<file path="config.mk">
export PLATFORM = sky130hd
export DESIGN_NAME = svm_ctrl
export DESIGN_NICKNAME = d
export VERILOG_FILES = /design/src/rtl/svm_pkg.sv /design/src/rtl/svm_ctrl.sv
export SDC_FILE = /design/constraint.sdc
export NUM_CORES = 1
export LEC_CHECK = 0
export ABC_AREA = 1
export BUFFER_PORTS_ARGS = -buffer_cell sky130_fd_sc_hd__buf_2
export CAP_MARGIN = 15
export CORE_AREA = 3 3 40 42
export DETAILED_ROUTE_END_ITERATION = 6
export DIE_AREA = 0 0 43 45
export RECOVER_POWER = 100
export SLEW_MARGIN = 15
export SYNTH_ARGS = -nofsm -noshare
export SYNTH_HDL_FRONTEND = slang
export SYNTH_SLANG_ARGS = --single-unit
</file>
<file path="constraint.sdc">
create_clock -name i_clk -period 1.3 [get_ports i_clk]
set_input_delay 0.065 -clock i_clk [delete_from_list [all_inputs] [get_ports i_clk]]
set_output_delay 0.065 -clock i_clk [all_outputs]
set_load 0.01 [all_outputs]
</file>
<file path="src/rtl/svm_pkg.sv">
// ============================================================================
// svm_pkg
// Shared types, codes and defaults for the two-stack instruction execute core.
// ============================================================================
package svm_pkg;

    localparam int OPERAND_DEPTH_DEF = 64;
    localparam int FRAME_DEPTH_DEF   = 64;
    localparam int ADDRESS_BITS_DEF  = 16;
    localparam int ENTRY_W           = 16;

    typedef enum logic [3:0] {
        F_HALT = 4'd0, F_NOP = 4'd1, F_SYMBOL = 4'd2, F_OP = 4'd3,
        F_PUSHC = 4'd4, F_POPC = 4'd5, F_PUSHO = 4'd6, F_POPO = 4'd7,
        F_LOAD = 4'd8, F_SAVE = 4'd9, F_JMP = 4'd10, F_JZ = 4'd11,
        F_JNZ = 4'd12, F_JIP = 4'd13, F_JSIP = 4'd14, F_PRNT = 4'd15
    } t_func;

    localparam logic [3:0] OP_NEG = 4'd0, OP_ADD = 4'd1, OP_SUB = 4'd2,
        OP_MUL = 4'd3, OP_DIV = 4'd4, OP_MOD = 4'd5, OP_EQ = 4'd6,
        OP_GT = 4'd7, OP_LT = 4'd8, OP_GTE = 4'd9, OP_LTE = 4'd10;

    localparam logic [3:0] FLT_NONE = 4'd0, FLT_OP_UNDER = 4'd1,
        FLT_OP_OVER = 4'd2, FLT_CALL_UNDER = 4'd3, FLT_CALL_OVER = 4'd4,
        FLT_BAD_OFFSET = 4'd5, FLT_BAD_CODE = 4'd6, FLT_DIV_ZERO = 4'd7,
        FLT_JUMP_RANGE = 4'd8;

    typedef struct packed {
        logic [3:0]         func;
        logic signed [63:0] argument;
    } t_in_item;

    typedef struct packed {
        logic [15:0]        next_address;
        logic               halted;
        logic [3:0]         fault;
        logic               print_valid;
        logic signed [63:0] print_value;
    } t_out_item;

    // Controller to datapath
    typedef struct packed {
        logic cap;      // capture item, issue stack reads
        logic exec;     // register ALU result and partial products
        logic div_go;   // start divider
        logic commit;   // evaluate and write back
    } t_dp_cmd;

    // Datapath to controller
    typedef struct packed {
        logic need_div; // item is a div or mod that reaches the divider
        logic div_done;
    } t_dp_sts;

endpackage

</file>
<file path="src/rtl/svm_ctrl.sv">
// ============================================================================
// svm_ctrl
// Sequencer: capture, read, optional divide, commit, output hold.
// ============================================================================
module svm_ctrl (
    input  logic               i_clk,
    input  logic               i_rst_n,
    input  logic               i_in_valid,
    output logic               o_in_stall,
    output logic               o_out_valid,
    input  logic               i_out_stall,
    output svm_pkg::t_dp_cmd   o_cmd,
    input  svm_pkg::t_dp_sts   i_sts
);
    import svm_pkg::*;

    typedef enum logic [3:0] {
        S_IDLE = 4'b0001, S_READ = 4'b0010, S_DIV = 4'b0100, S_WAIT = 4'b1000
    } t_state;

    t_state r_state, n_state;
    logic   r_out_valid, n_out_valid;
    logic   accept, out_free;

    assign out_free   = !r_out_valid || !i_out_stall;
    assign o_in_stall = (r_state != S_IDLE);
    assign accept     = i_in_valid && (r_state == S_IDLE);

    // Next state and commands
    always_comb begin
        n_state     = r_state;
        n_out_valid = r_out_valid && i_out_stall;
        o_cmd       = '0;
        unique case (r_state)
            S_IDLE: begin
                if (accept) begin
                    o_cmd.cap = 1'b1;
                    n_state   = S_READ;
                end
            end
            S_READ: begin
                o_cmd.exec = 1'b1;
                if (i_sts.need_div) begin
                    o_cmd.div_go = 1'b1;
                    n_state      = S_DIV;
                end else begin
                    n_state = S_WAIT;
                end
            end
            S_DIV: begin
                if (i_sts.div_done) n_state = S_WAIT;
            end
            S_WAIT: begin
                if (out_free) begin
                    o_cmd.commit = 1'b1;
                    n_out_valid  = 1'b1;
                    n_state      = S_IDLE;
                end
            end
            default: n_state = S_IDLE;
        endcase
    end

    always_ff @(posedge i_clk) begin
        if (!i_rst_n) begin
            r_state     <= S_IDLE;
            r_out_valid <= 1'b0;
        end else begin
            r_state     <= n_state;
            r_out_valid <= n_out_valid;
        end
    end

    assign o_out_valid = r_out_valid;
endmodule

</file>
# Word-level counts from Yosys, hierarchy flattened
# Cells that the tools add are included.
[op_classes] n_mux=13 n_eq_ne=8 n_reduce_logical=6
[op_table] cell="4-bit two-way mux" count=4
[op_table] cell="4-bit one-hot mux with 4 select lines" count=1
[op_table] cell="1-bit two-way mux" count=7
[op_table] cell="2-bit != test (second input constant)" count=3
[op_table] cell="4-bit by 1-bit == test with 1-bit output (second input constant)" count=1
[op_table] cell="4-bit by 2-bit == test with 1-bit output (second input constant)" count=1
[op_table] cell="4-bit by 3-bit == test with 1-bit output (second input constant)" count=1
[op_table] cell="4-bit == test (second input constant)" count=1
[op_table] cell="4-bit by 1-bit != test with 1-bit output (second input constant)" count=1
[op_table] cell="3-bit AND reduction" count=1
[op_table] cell="1-bit logical AND" count=2
[op_table] cell="1-bit logical NOT" count=2
[op_table] cell="2-bit two-way mux" count=1
[op_table] cell="1-bit logical OR" count=1
[totals] out_inout_bits=6 regBits=5 inputBits=6

# Depth between registers and ports, before layout
# Gate-level depths: netlist (run 1).
[logic_depth] depth_word=4 mapped_depth=7 mapped_depth_nobuf=7

# Worst setup path before layout (run 1)
# No wires, ideal clock.
[synth_timing] path_kind="reg-to-reg" from="reg r_state[2]" to="reg r_state[3]" path_stages_with_launch=8 arrival_time_ns=0.804 setup_ns=0.113 synth_period_minus_slack_ns=0.917 setup_slack_ns=0.383 required_ns=1.187 cell_sequence="dfxtp_1 -> inv_1 -> nor2_1 -> nand3_2 -> nand3_2 -> nand2_1 -> nand2_1 -> nor2_1"
[synth_between] elab_chain_cells=4 word_cells_on_any_way=10 cone_classes="eq/ne: 7; mux: 1; reduce/logical: 2"
[synth_rtl] element="from (decl)" line="svm_ctrl.sv:21" text="t_state r_state, n_state;"
[synth_rtl] element="from (signal assigned)" line="svm_ctrl.sv:69" text="r_state <= n_state;"
[synth_rtl] element="4-bit by 1-bit == test with 1-bit output" line="svm_ctrl.sv:27, svm_ctrl.sv:34"
[synth_rtl] element="1-bit logical AND" line="svm_ctrl.sv:27" text="assign accept = i_in_valid && (r_state == S_IDLE);"
[synth_rtl] element="2-bit != test (no source line)"
[synth_rtl] element="3-bit AND reduction (no source line)"
# Several ways; a longest one is shown, not always the timed one.
# A chain may end at the register's enable or synchronous reset.

==> results of run 1 <==
==> flip-flops by register name (all words and copies together) (netlist names) <==
name / flops
o_out_valid: 1
r_state: 4
==> worst max path at each step <==
| stage | to | depth (start not counted) |
|---|---|---|
| 6_report | o_cmd[3] | 5 |
| 2_1_floorplan | r_state[3] | 7 |
| 3_3_place_gp | r_state[3] | 6 |
| 3_5_place_dp | r_state[3] | 7 |
| 4_1_cts | o_cmd[1] | 6 |
| 5_1_grt | o_cmd[1] | 6 |
==> critical path, stage by stage (launching register included) <==
cell and delay [ps]:
dfxtp_1 330, inv_1 60, nor2_1 120, nand2_1 120, nor2_1 110, buf_2 140
==> cell families (layout without fill, tap and decap cells) <==
logic type,count (synthesis),count (layout),share of synthesized area [%]
compound gates,4,4,9.419
simple gates,24,24,42.60
buf+inv,9,24,12.11
flops,5,5,35.88
==> repair_timing <==
action	in CTS	in global routing
resized for setup	0	2
endpoints found under the hold margin	0	0
setup endpoints to repair	0	2
hold buffers	0	0
==> report_power, final <==
part	total [mW]	leakage [nW]	internal [mW]	switching (mW)
combinational	0.118	0.160	0.0438	0.0741
clock	0.188	0.0150	0.117	0.0710
sequential	0.181	0.0413	0.169	0.0121
total	0.487	0.216	0.330	0.157
==> per-stage QoR <==
step,power (mW),std cells,worst slack (ps),instance area [um2]
finish,0.4867,72,109.2,377.9
global route,0.5258,72,-25.61,377.9
CTS,0.4969,72,63.97,379.1
detailed placement,0.3057,68,309.5,352.8
global placement,0.3037,68,315.6,352.8
floorplan,0.2654,42,383.2,279.0
==> layout make-up <==
cell class,count,area share (%)
sequential,5,26.82
multi-input combinational,28,38.41
tap,15,4.967
inverter,9,8.940
timing repair buffer,11,13.91
clock buffer,4,6.954
==> metal layers <==
layer  vias to the layer above  routed length [um]  track usage (%)
met5                         -                   0                0
li1                        157                   -                -
met2                        13                 200            10.18
met4                         0                  26            7.229
met1                       108                 283            8.696
met3                         5                  91            7.171
==> synthesized netlist by cell type <==
cell	instances	area [um2]
o21bai_1	1	7.510
nand3_1	3	15.01
nand3_2	3	30.03
o21ai_2	1	8.760
nor2_1	7	26.28
dfxtp_1	5	100.1
inv_1	9	33.78
nor3_1	1	5.000
nand2_1	8	30.03
nor2_2	2	12.51
a21oi_1	2	10.01
==> impl_metrics.json, run 1 <==
{
  "tightest_slew_ps": 182.8,
  "maxCapViolCount": 0,
  "slew_violations": 0,
  "antenna_found_initial": 0,
  "die_w_um": 43,
  "final.fill_count": 149,
  "grt_pass1_wl_mm": 1.110,
  "worstRegToRegCells": 7,
  "synth.avg_cell_area_um2": 6.643,
  "clk_latency_ps": 250,
  "startpoint": "r_state[0]",
  "ys_types": 11,
  "fmax_ghz": 0.8398,
  "first_iter_violations": 2,
  "status": "finished, final reports clean",
  "worstSetupEndpointType": "output port",
  "yosysWarnings": 0,
  "grt_pass1_vias": 265,
  "hp-class": "primary input to register",
  "whs_ps": 62.73,
  "numPortBuffers": 11,
  "slew-limit-headroom_pct": 87.80,
  "min_period_ps": 1191,
  "power.density_nw_per_um2": 1288,
  "n_antenna_cell": 0,
  "wl_per_cell_um": 8.361,
  "via_count": 283,
  "clkTransAtPathRegs_ps": 50,
  "yosysSeqAreaShare_pct": 35.87,
  "rsz0062_at_grt": "yes",
  "holdPathEnd": "r_state[3]",
  "postCtsSetupBuffers": 0,
  "hp-start": "i_rst_n",
  "num_io_pins": 12,
  "numCtsBuffers": 3,
  "via_per_inst": 3.931,
  "gp_congestion": 0.8035,
  "worstPathRequired_ps": 1240,
  "row_count": 13,
  "multi_input_area_um2": 145.1,
  "critPathLaunchType": "register",
  "finalCritPeriodShare_pct": 91.60,
  "fin_util_pct": 29.41,
  "clockBufferDepth": 2,
  "r2r_slack_ps": 220,
  "area_growth_pct": 35.43,
  "hold_violations": 0,
  "start_util_pct": 21.71,
  "layout_commonest_cell": "inv_1",
  "cts_max_level": 1,
  "grt_usage_pct": 8.333,
  "die_h_um": 45,
  "grt_max_degree": 5,
  "drt_first_pass_iters": 2,
  "layout-drive-gt1-share_pct": 31.58,
  "r2r_start": "r_state[2]",
  "regArea_um2": 101.3,
  "layout.nets": 64,
  "finClkSkew_ps": 6.363,
  "path_class": "register to output port",
  "gr-total-overflow": 0,
  "critical_path.max_fanout": 4,
  "ctsRootBufferMaster": "clkbuf_4",
  "die-area_um2": 1935,
  "ant_nets": 0,
  "drc": 0,
  "synth_fp_nets": 48,
  "setup_viol": 0,
  "routed_wl_um": 602,
  "fin_setup_tns_ps": 0,
  "ir_worst_vdd_mv": 0.4230,
  "ys_ff_latch": 5,
  "final_cell_mix": "inv_1 (9), nand2_1 (8), buf_2 (8), nor2_1 (7)",
  "netlist_instances": 42,
  "syn_area_um2": 279.0,
  "clock-sinks": 5,
  "r2r_end": "r_state[3]",
  "core-area_um2": 1285,
  "worstPathArrival_ps": 1130,
  "p_leak_nw": 0.2162,
  "hpwl_um": 490.9,
  "cts_tree": "yes",
  "whs_path_depth": 3
}
(Power assumes the default switching activity.)
==> run 2: changes to the inputs <==
--- a/config.mk
+++ b/config.mk
@@ -6,11 +6,14 @@
 export NUM_CORES = 1
 export LEC_CHECK = 0
 export ABC_AREA = 1
-export BUFFER_PORTS_ARGS = -buffer_cell sky130_fd_sc_hd__buf_2
 export CAP_MARGIN = 15
+export CELL_PAD_IN_SITES_DETAIL_PLACEMENT = 0
+export CELL_PAD_IN_SITES_GLOBAL_PLACEMENT = 1
 export CORE_AREA = 3 3 40 42
 export DETAILED_ROUTE_END_ITERATION = 6
 export DIE_AREA = 0 0 43 45
+export DONT_BUFFER_PORTS = 1
+export PLACE_DENSITY_LB_ADDON = 0.1
 export RECOVER_POWER = 100
 export SLEW_MARGIN = 15
 export SYNTH_ARGS = -nofsm -noshare
==> run 2 against run 1 <==
  * Maximum frequency rose by 0.63%
  * Non-clock buffer count fell by 9
  * Clock power fell by 3%
  * Via count fell by 6.4%
  * Design area fell by 7.6%
  * Largest cell class unchanged
  * Largest power group is now sequential cells
==> impl_metrics.json, run 2 (same netlist as run 1, synthesis figures left out) <==
{
  "worstRegToRegCells": 7,
  "antenna_found_initial": 0,
  "critPathLaunchType": "register",
  "via_per_inst": 4.206,
  "hold_violations": 0,
  "slew-limit-headroom_pct": 85.01,
  "core-area_um2": 1285,
  "first_iter_violations": 1,
  "routed_wl_um": 692,
  "finalCritPeriodShare_pct": 91.03,
  "largest_register": "r_state",
  "via_count": 265,
  "row_count": 13,
  "p_leak_nw": 0.1786,
  "r2r_slack_ps": 170,
  "path_class": "register to output port",
  "clkTransAtPathRegs_ps": 50,
  "grt_pass1_wl_mm": 1.117,
  "finClkSkew_ps": 7.174,
  "cts_max_level": 1,
  "die-area_um2": 1935,
  "route.met3.wl_um": 70,
  "r2r_start": "r_state[2]",
  "layout-drive-gt1-share_pct": 22.92,
  "critical_path.max_fanout": 4,
  "area_growth_pct": 25.11,
  "maxCapViolCount": 0,
  "power.density_nw_per_um2": 1353,
  "start_util_pct": 21.71,
  "wl_met1_um": 303,
  "clock-sinks": 5,
  "grt_pass1_vias": 280,
  "grt_usage_pct": 8.250,
  "grt_max_degree": 5,
  "largest_register_ffs": 4,
  "hp-class": "primary input to register",
  "layout.nets": 55,
  "ctsRootBufferMaster": "clkbuf_4",
  "layoutNonFillerInstCount": 63,
  "dp.cells": 57,
  "drc": 0,
  "numPortBuffers": 0,
  "fmax_ghz": 0.8451,
  "worstSetupEndpointType": "output port",
  "met2_length_um": 313,
  "ant_nets": 0,
  "ir_worst_vdd_mv": 0.3854,
  "worstPathRequired_ps": 1240,
  "n_antenna_cell": 0,
  "slew_violations": 0,
  "worstSetupEndpoint": "o_cmd[3]",
  "numCtsBuffers": 3,
  "status": "finished, final reports clean",
  "startpoint": "r_state[0]",
  "die_w_um": 43,
  "gr-total-overflow": 0,
  "worstPathArrival_ps": 1120,
  "gp_congestion": 0.7080,
  "rsz0062_at_grt": "no",
  "min_period_ps": 1183,
  "hpwl_um": 567.5,
  "die_h_um": 45,
  "fin_setup_tns_ps": 0,
  "tightest_slew_ps": 224.3,
  "top_layer": "met4",
  "r2r_end": "r_state[3]",
  "cts_tree": "yes",
  "wl_per_cell_um": 10.98,
  "clockBufferDepth": 2,
  "drt_first_pass_iters": 2,
  "num_io_pins": 12,
  "clk_latency_ps": 240,
  "final_cell_mix": "inv_1 (8), nand2_1 (8), nor2_1 (5), dfxtp_1 (5), nand3_1 (4)",
  "setup_viol": 0
}
==> run 2: cell count changes in the layout (fill, tap and decap cells not counted) <==
cell and change:
nor2_1 -2, clkbuf_1 -2, dfxtp_2 -1, inv_2 +1, inv_1 -1, dfxtp_1 +1
dlygate4sd3_1 +2, nor2_2 +2, buf_2 -8, clkbuf_2 -1
==> run 2: how the worst min path moves through the flow <==
stage / startpoint / end / slack (ps) / depth (start not counted)
2_1_floorplan: i_rst_n / r_state[3] / 190 / 2
3_3_place_gp: i_rst_n / r_state[3] / 190 / 2
3_5_place_dp: i_rst_n / r_state[3] / 200 / 2
4_1_cts: i_sts[1] / r_state[2] / 2 / 2
5_1_grt: i_sts[1] / r_state[2] / 10 / 2
6_report: i_sts[1] / r_state[2] / 2 / 2
==> run 2: final cells by class <==
type	count	area, um2
fill	163	935.9
multi-input combinational	28	150.1
sequential	5	100.1
inverter	9	33.78
clock buffer	4	26.28
timing repair buffer	2	20.02
tap	15	18.77
==> run 2: power breakdown <==
part / switching, mW / internal (mW)
sequential: 0.0133 / 0.168
clock: 0.0657 / 0.116
combinational: 0.0736 / 0.0350
==> run 2: routing by layer <==
layer,track usage (%),vias to the layer above
met5,0,-
met4,5.422,0
met3,5.976,2
met2,11.08,11
met1,9.179,113
li1,-,139
==> run 2: timing repair <==
action                                  CTS  global route
gates resized for setup                   0             4
setup buffers                             0             0
endpoints found under the setup margin    0             2
hold buffers                              2             0
endpoints found under the hold margin     3             0
==> run 2: through the flow <==
stage               setup slack, ps  hold slack [ps]  total power [mW]  area (um2)  utilization (%)
global placement              275.4            191.0            0.2850       297.8            23.17
global route                  1.009            13.45            0.5158       349.1            27.17
CTS                           11.11            2.262            0.4815       344.1            26.78
finish                        116.7            2.000            0.4723       349.1            27.17
floorplan                     383.2            185.4            0.2654       279.0                -
detailed placement            244.1            199.2            0.2874       297.8            23.17
==> run 2: worst max-delay path, cell delays in order, from the launching register on <==
cell     delay [ps]
dfxtp_1         340
inv_1            70
nor2_1          120
nand2_1         170
nor2_2          180
==> run 3: changes to the inputs <==
--- a/config.mk
+++ b/config.mk
@@ -5,7 +5,6 @@
 export SDC_FILE = /design/constraint.sdc
 export NUM_CORES = 1
 export LEC_CHECK = 0
-export ABC_AREA = 1
 export CAP_MARGIN = 15
 export CELL_PAD_IN_SITES_DETAIL_PLACEMENT = 0
 export CELL_PAD_IN_SITES_GLOBAL_PLACEMENT = 1
@@ -15,6 +14,7 @@
 export DONT_BUFFER_PORTS = 1
 export PLACE_DENSITY_LB_ADDON = 0.1
 export RECOVER_POWER = 100
+export SETUP_SLACK_MARGIN = 0.4
 export SLEW_MARGIN = 15
 export SYNTH_ARGS = -nofsm -noshare
 export SYNTH_HDL_FRONTEND = slang
==> run 3 against run 2 <==
  * The run now ends with negative setup slack left
  * Synthesized cell count down 33%
  * Design area up 57%
  * Register-to-register slack worse by 130 ps
  * Die area unchanged
  * Critical endpoint is now o_cmd[0]
==> impl_metrics.json, run 3 <==
{
  "clk_latency_ps": 240,
  "final_cell_mix": "buf_4 (9), buf_6 (7), clkbuf_4 (3), dfxtp_2 (3)",
  "routed_wl_um": 760,
  "slew-limit-headroom_pct": 82.16,
  "drc": 0,
  "hpwl_um": 533.9,
  "syn_area_um2": 282.8,
  "die_w_um": 43,
  "top_layer": "met3",
  "gr-total-overflow": 0,
  "drt_first_pass_iters": 4,
  "die-area_um2": 1935,
  "row_count": 13,
  "largest_register": "r_state",
  "wl_per_cell_um": 11.88,
  "synth.avg_cell_area_um2": 10.10,
  "p_leak_nw": 0.2205,
  "gp_congestion": 0.7239,
  "final.fill_count": 127,
  "yosysWarnings": 0,
  "numPortBuffers": 0,
  "min_period_ps": 1363,
  "setup_viol": 4,
  "finalCritPeriodShare_pct": 104.9,
  "synth-edff-count": 0,
  "area_growth_pct": 93.36,
  "synthTopCellsByArea": "dfxtp_1 (35%), nor4b_1 (9.3%), o32ai_2 (5.8%)",
  "synth_fp_nets": 34,
  "fmax_ghz": 0.7335,
  "layout_commonest_cell": "buf_4",
  "ctsRootBufferMaster": "clkbuf_4",
  "grt_usage_pct": 9.742,
  "setup_slack_ps": -63.32,
  "synthFlopType": "dfxtp_1",
  "crit_chain": "or4b_4 -> a21oi_4",
  "path_delay_family": "simple AND/OR/NAND/NOR gates",
  "cp_slowest_cell": "or4b_4",
  "worstSetupEndpointType": "output port",
  "cts_tree": "yes",
  "netlist_instances": 28,
  "path_class": "register to output port",
  "worstPathRequired_ps": 1240,
  "grt_pass1_vias": 299,
  "power.density_nw_per_um2": 912.4,
  "yosysSeqAreaShare_pct": 35.40,
  "maxCapViolCount": 0,
  "fin_util_pct": 42.55,
  "largest_register_ffs": 4,
  "clockBufferDepth": 2,
  "hold_violations": 0,
  "clkTransAtPathRegs_ps": 40,
  "status": "complete, but fails checks",
  "ys_ff_latch": 5,
  "finClkSkew_ps": 1.011,
  "numCtsBuffers": 3,
  "slew_violations": 0,
  "via_per_inst": 4.688,
  "grt_max_degree": 6,
  "multi_input_area_um2": 221.5,
  "ys_types": 20,
  "critPathBufInv": 0,
  "regArea_um2": 103.9,
  "wl_met1_um": 325,
  "rsz0062_at_grt": "yes",
  "hp-class": "primary input to register",
  "first_iter_violations": 4,
  "synthTopCellsByCount": "dfxtp_1 (5), nor4b_1 (3), and2_1 (2), inv_1 (2)",
  "antenna_found_initial": 0,
  "ir_worst_vdd_mv": 0.4132,
  "max_stage_delay_ps": 570,
  "yosysMostFrequentCell": "dfxtp_1",
  "ant_nets": 0,
  "critical_path.max_fanout": 4,
  "grt_pass1_wl_mm": 1.324,
  "pre_cts_slack_ps": 26.86,
  "layout.nets": 56,
  "layout-drive-gt1-share_pct": 67.35,
  "start_util_pct": 22.01,
  "violations": "negative setup slack",
  "tightest_slew_ps": 266.4,
  "num_io_pins": 12,
  "synth_top_cell_area_share_pct": 35.40,
  "yosys.area.top_type": "dfxtp_1",
  "critPathLaunchType": "register",
  "route.met3.wl_um": 51,
  "n_antenna_cell": 0,
  "synthArstFlopShare_pct": 0,
  "fin_setup_tns_ps": -130.1,
  "die_h_um": 45,
  "via_count": 300,
  "clock-sinks": 5,
  "cts_max_level": 1,
  "met2_length_um": 383,
  "core-area_um2": 1285,
  "worstPathArrival_ps": 1300
}
[run 3: final cells by class]
type,instances,area share [%]
well taps,15,3.432
multi-input cells,20,40.50
flip-flops and latches,5,18.99
repair buffers,18,30.43
inverters,2,1.831
clock buffers,4,4.805
[run 3: worst paths after layout]
| kind | slack (ps) | start | to | cells past startpoint |
|---|---|---|---|---|
| worst max-delay path | -60 | r_state[2] | o_cmd[0] | 2 |
| worst min-delay path | 60 | i_out_stall | o_out_valid | 2 |
| worst max register to register | 40 | r_state[2] | r_state[0] | 3 |
| worst min register to register | 580 | r_state[0] | r_state[2] | 2 |
[run 3: metal layers]
metal  GRT usage, %  vias to the layer above
met3          4.382                        0
met4          7.229                        0
met2          14.97                       10
met5              0                        -
met1          10.60                      139
li1               -                      151
[run 3: logic make-up after synthesis]
| logic type | Yosys count | share of synthesized area, % |
|---|---|---|
| compound gates | 7 | 23.01 |
| xor+xnor | 1 | 3.098 |
| buf+inv | 3 | 6.638 |
| flops | 5 | 35.40 |
| simple gates | 12 | 31.86 |
[run 3: metrics by stage]
stage                     cell area, um2  hold slack, ps  total power, mW  cells
final                              546.8           55.40           0.4989     64
after global placement             371.6           134.0           0.2643     52
after floorplan                    289.0           131.0           0.2195     28
after detailed placement           371.6           134.6           0.2623     52
after CTS                          499.2           48.98           0.4935     61
after global routing               546.8           65.12           0.5364     64
[run 3: power by group]
group	internal (mW)	leakage [nW]	switching, mW
sequential	0.162	0.0421	0.00690
combinational	0.0954	0.163	0.0573
clock	0.116	0.0150	0.0613
[run 3: what timing repair did]
action	in CTS	in global routing
hold buffers	2	0
setup endpoints to repair	10	10
gates resized for setup	15	7
pin swaps	5	4
cloned	0	0
buffers inserted	3	3
endpoints found under the hold margin	5	0
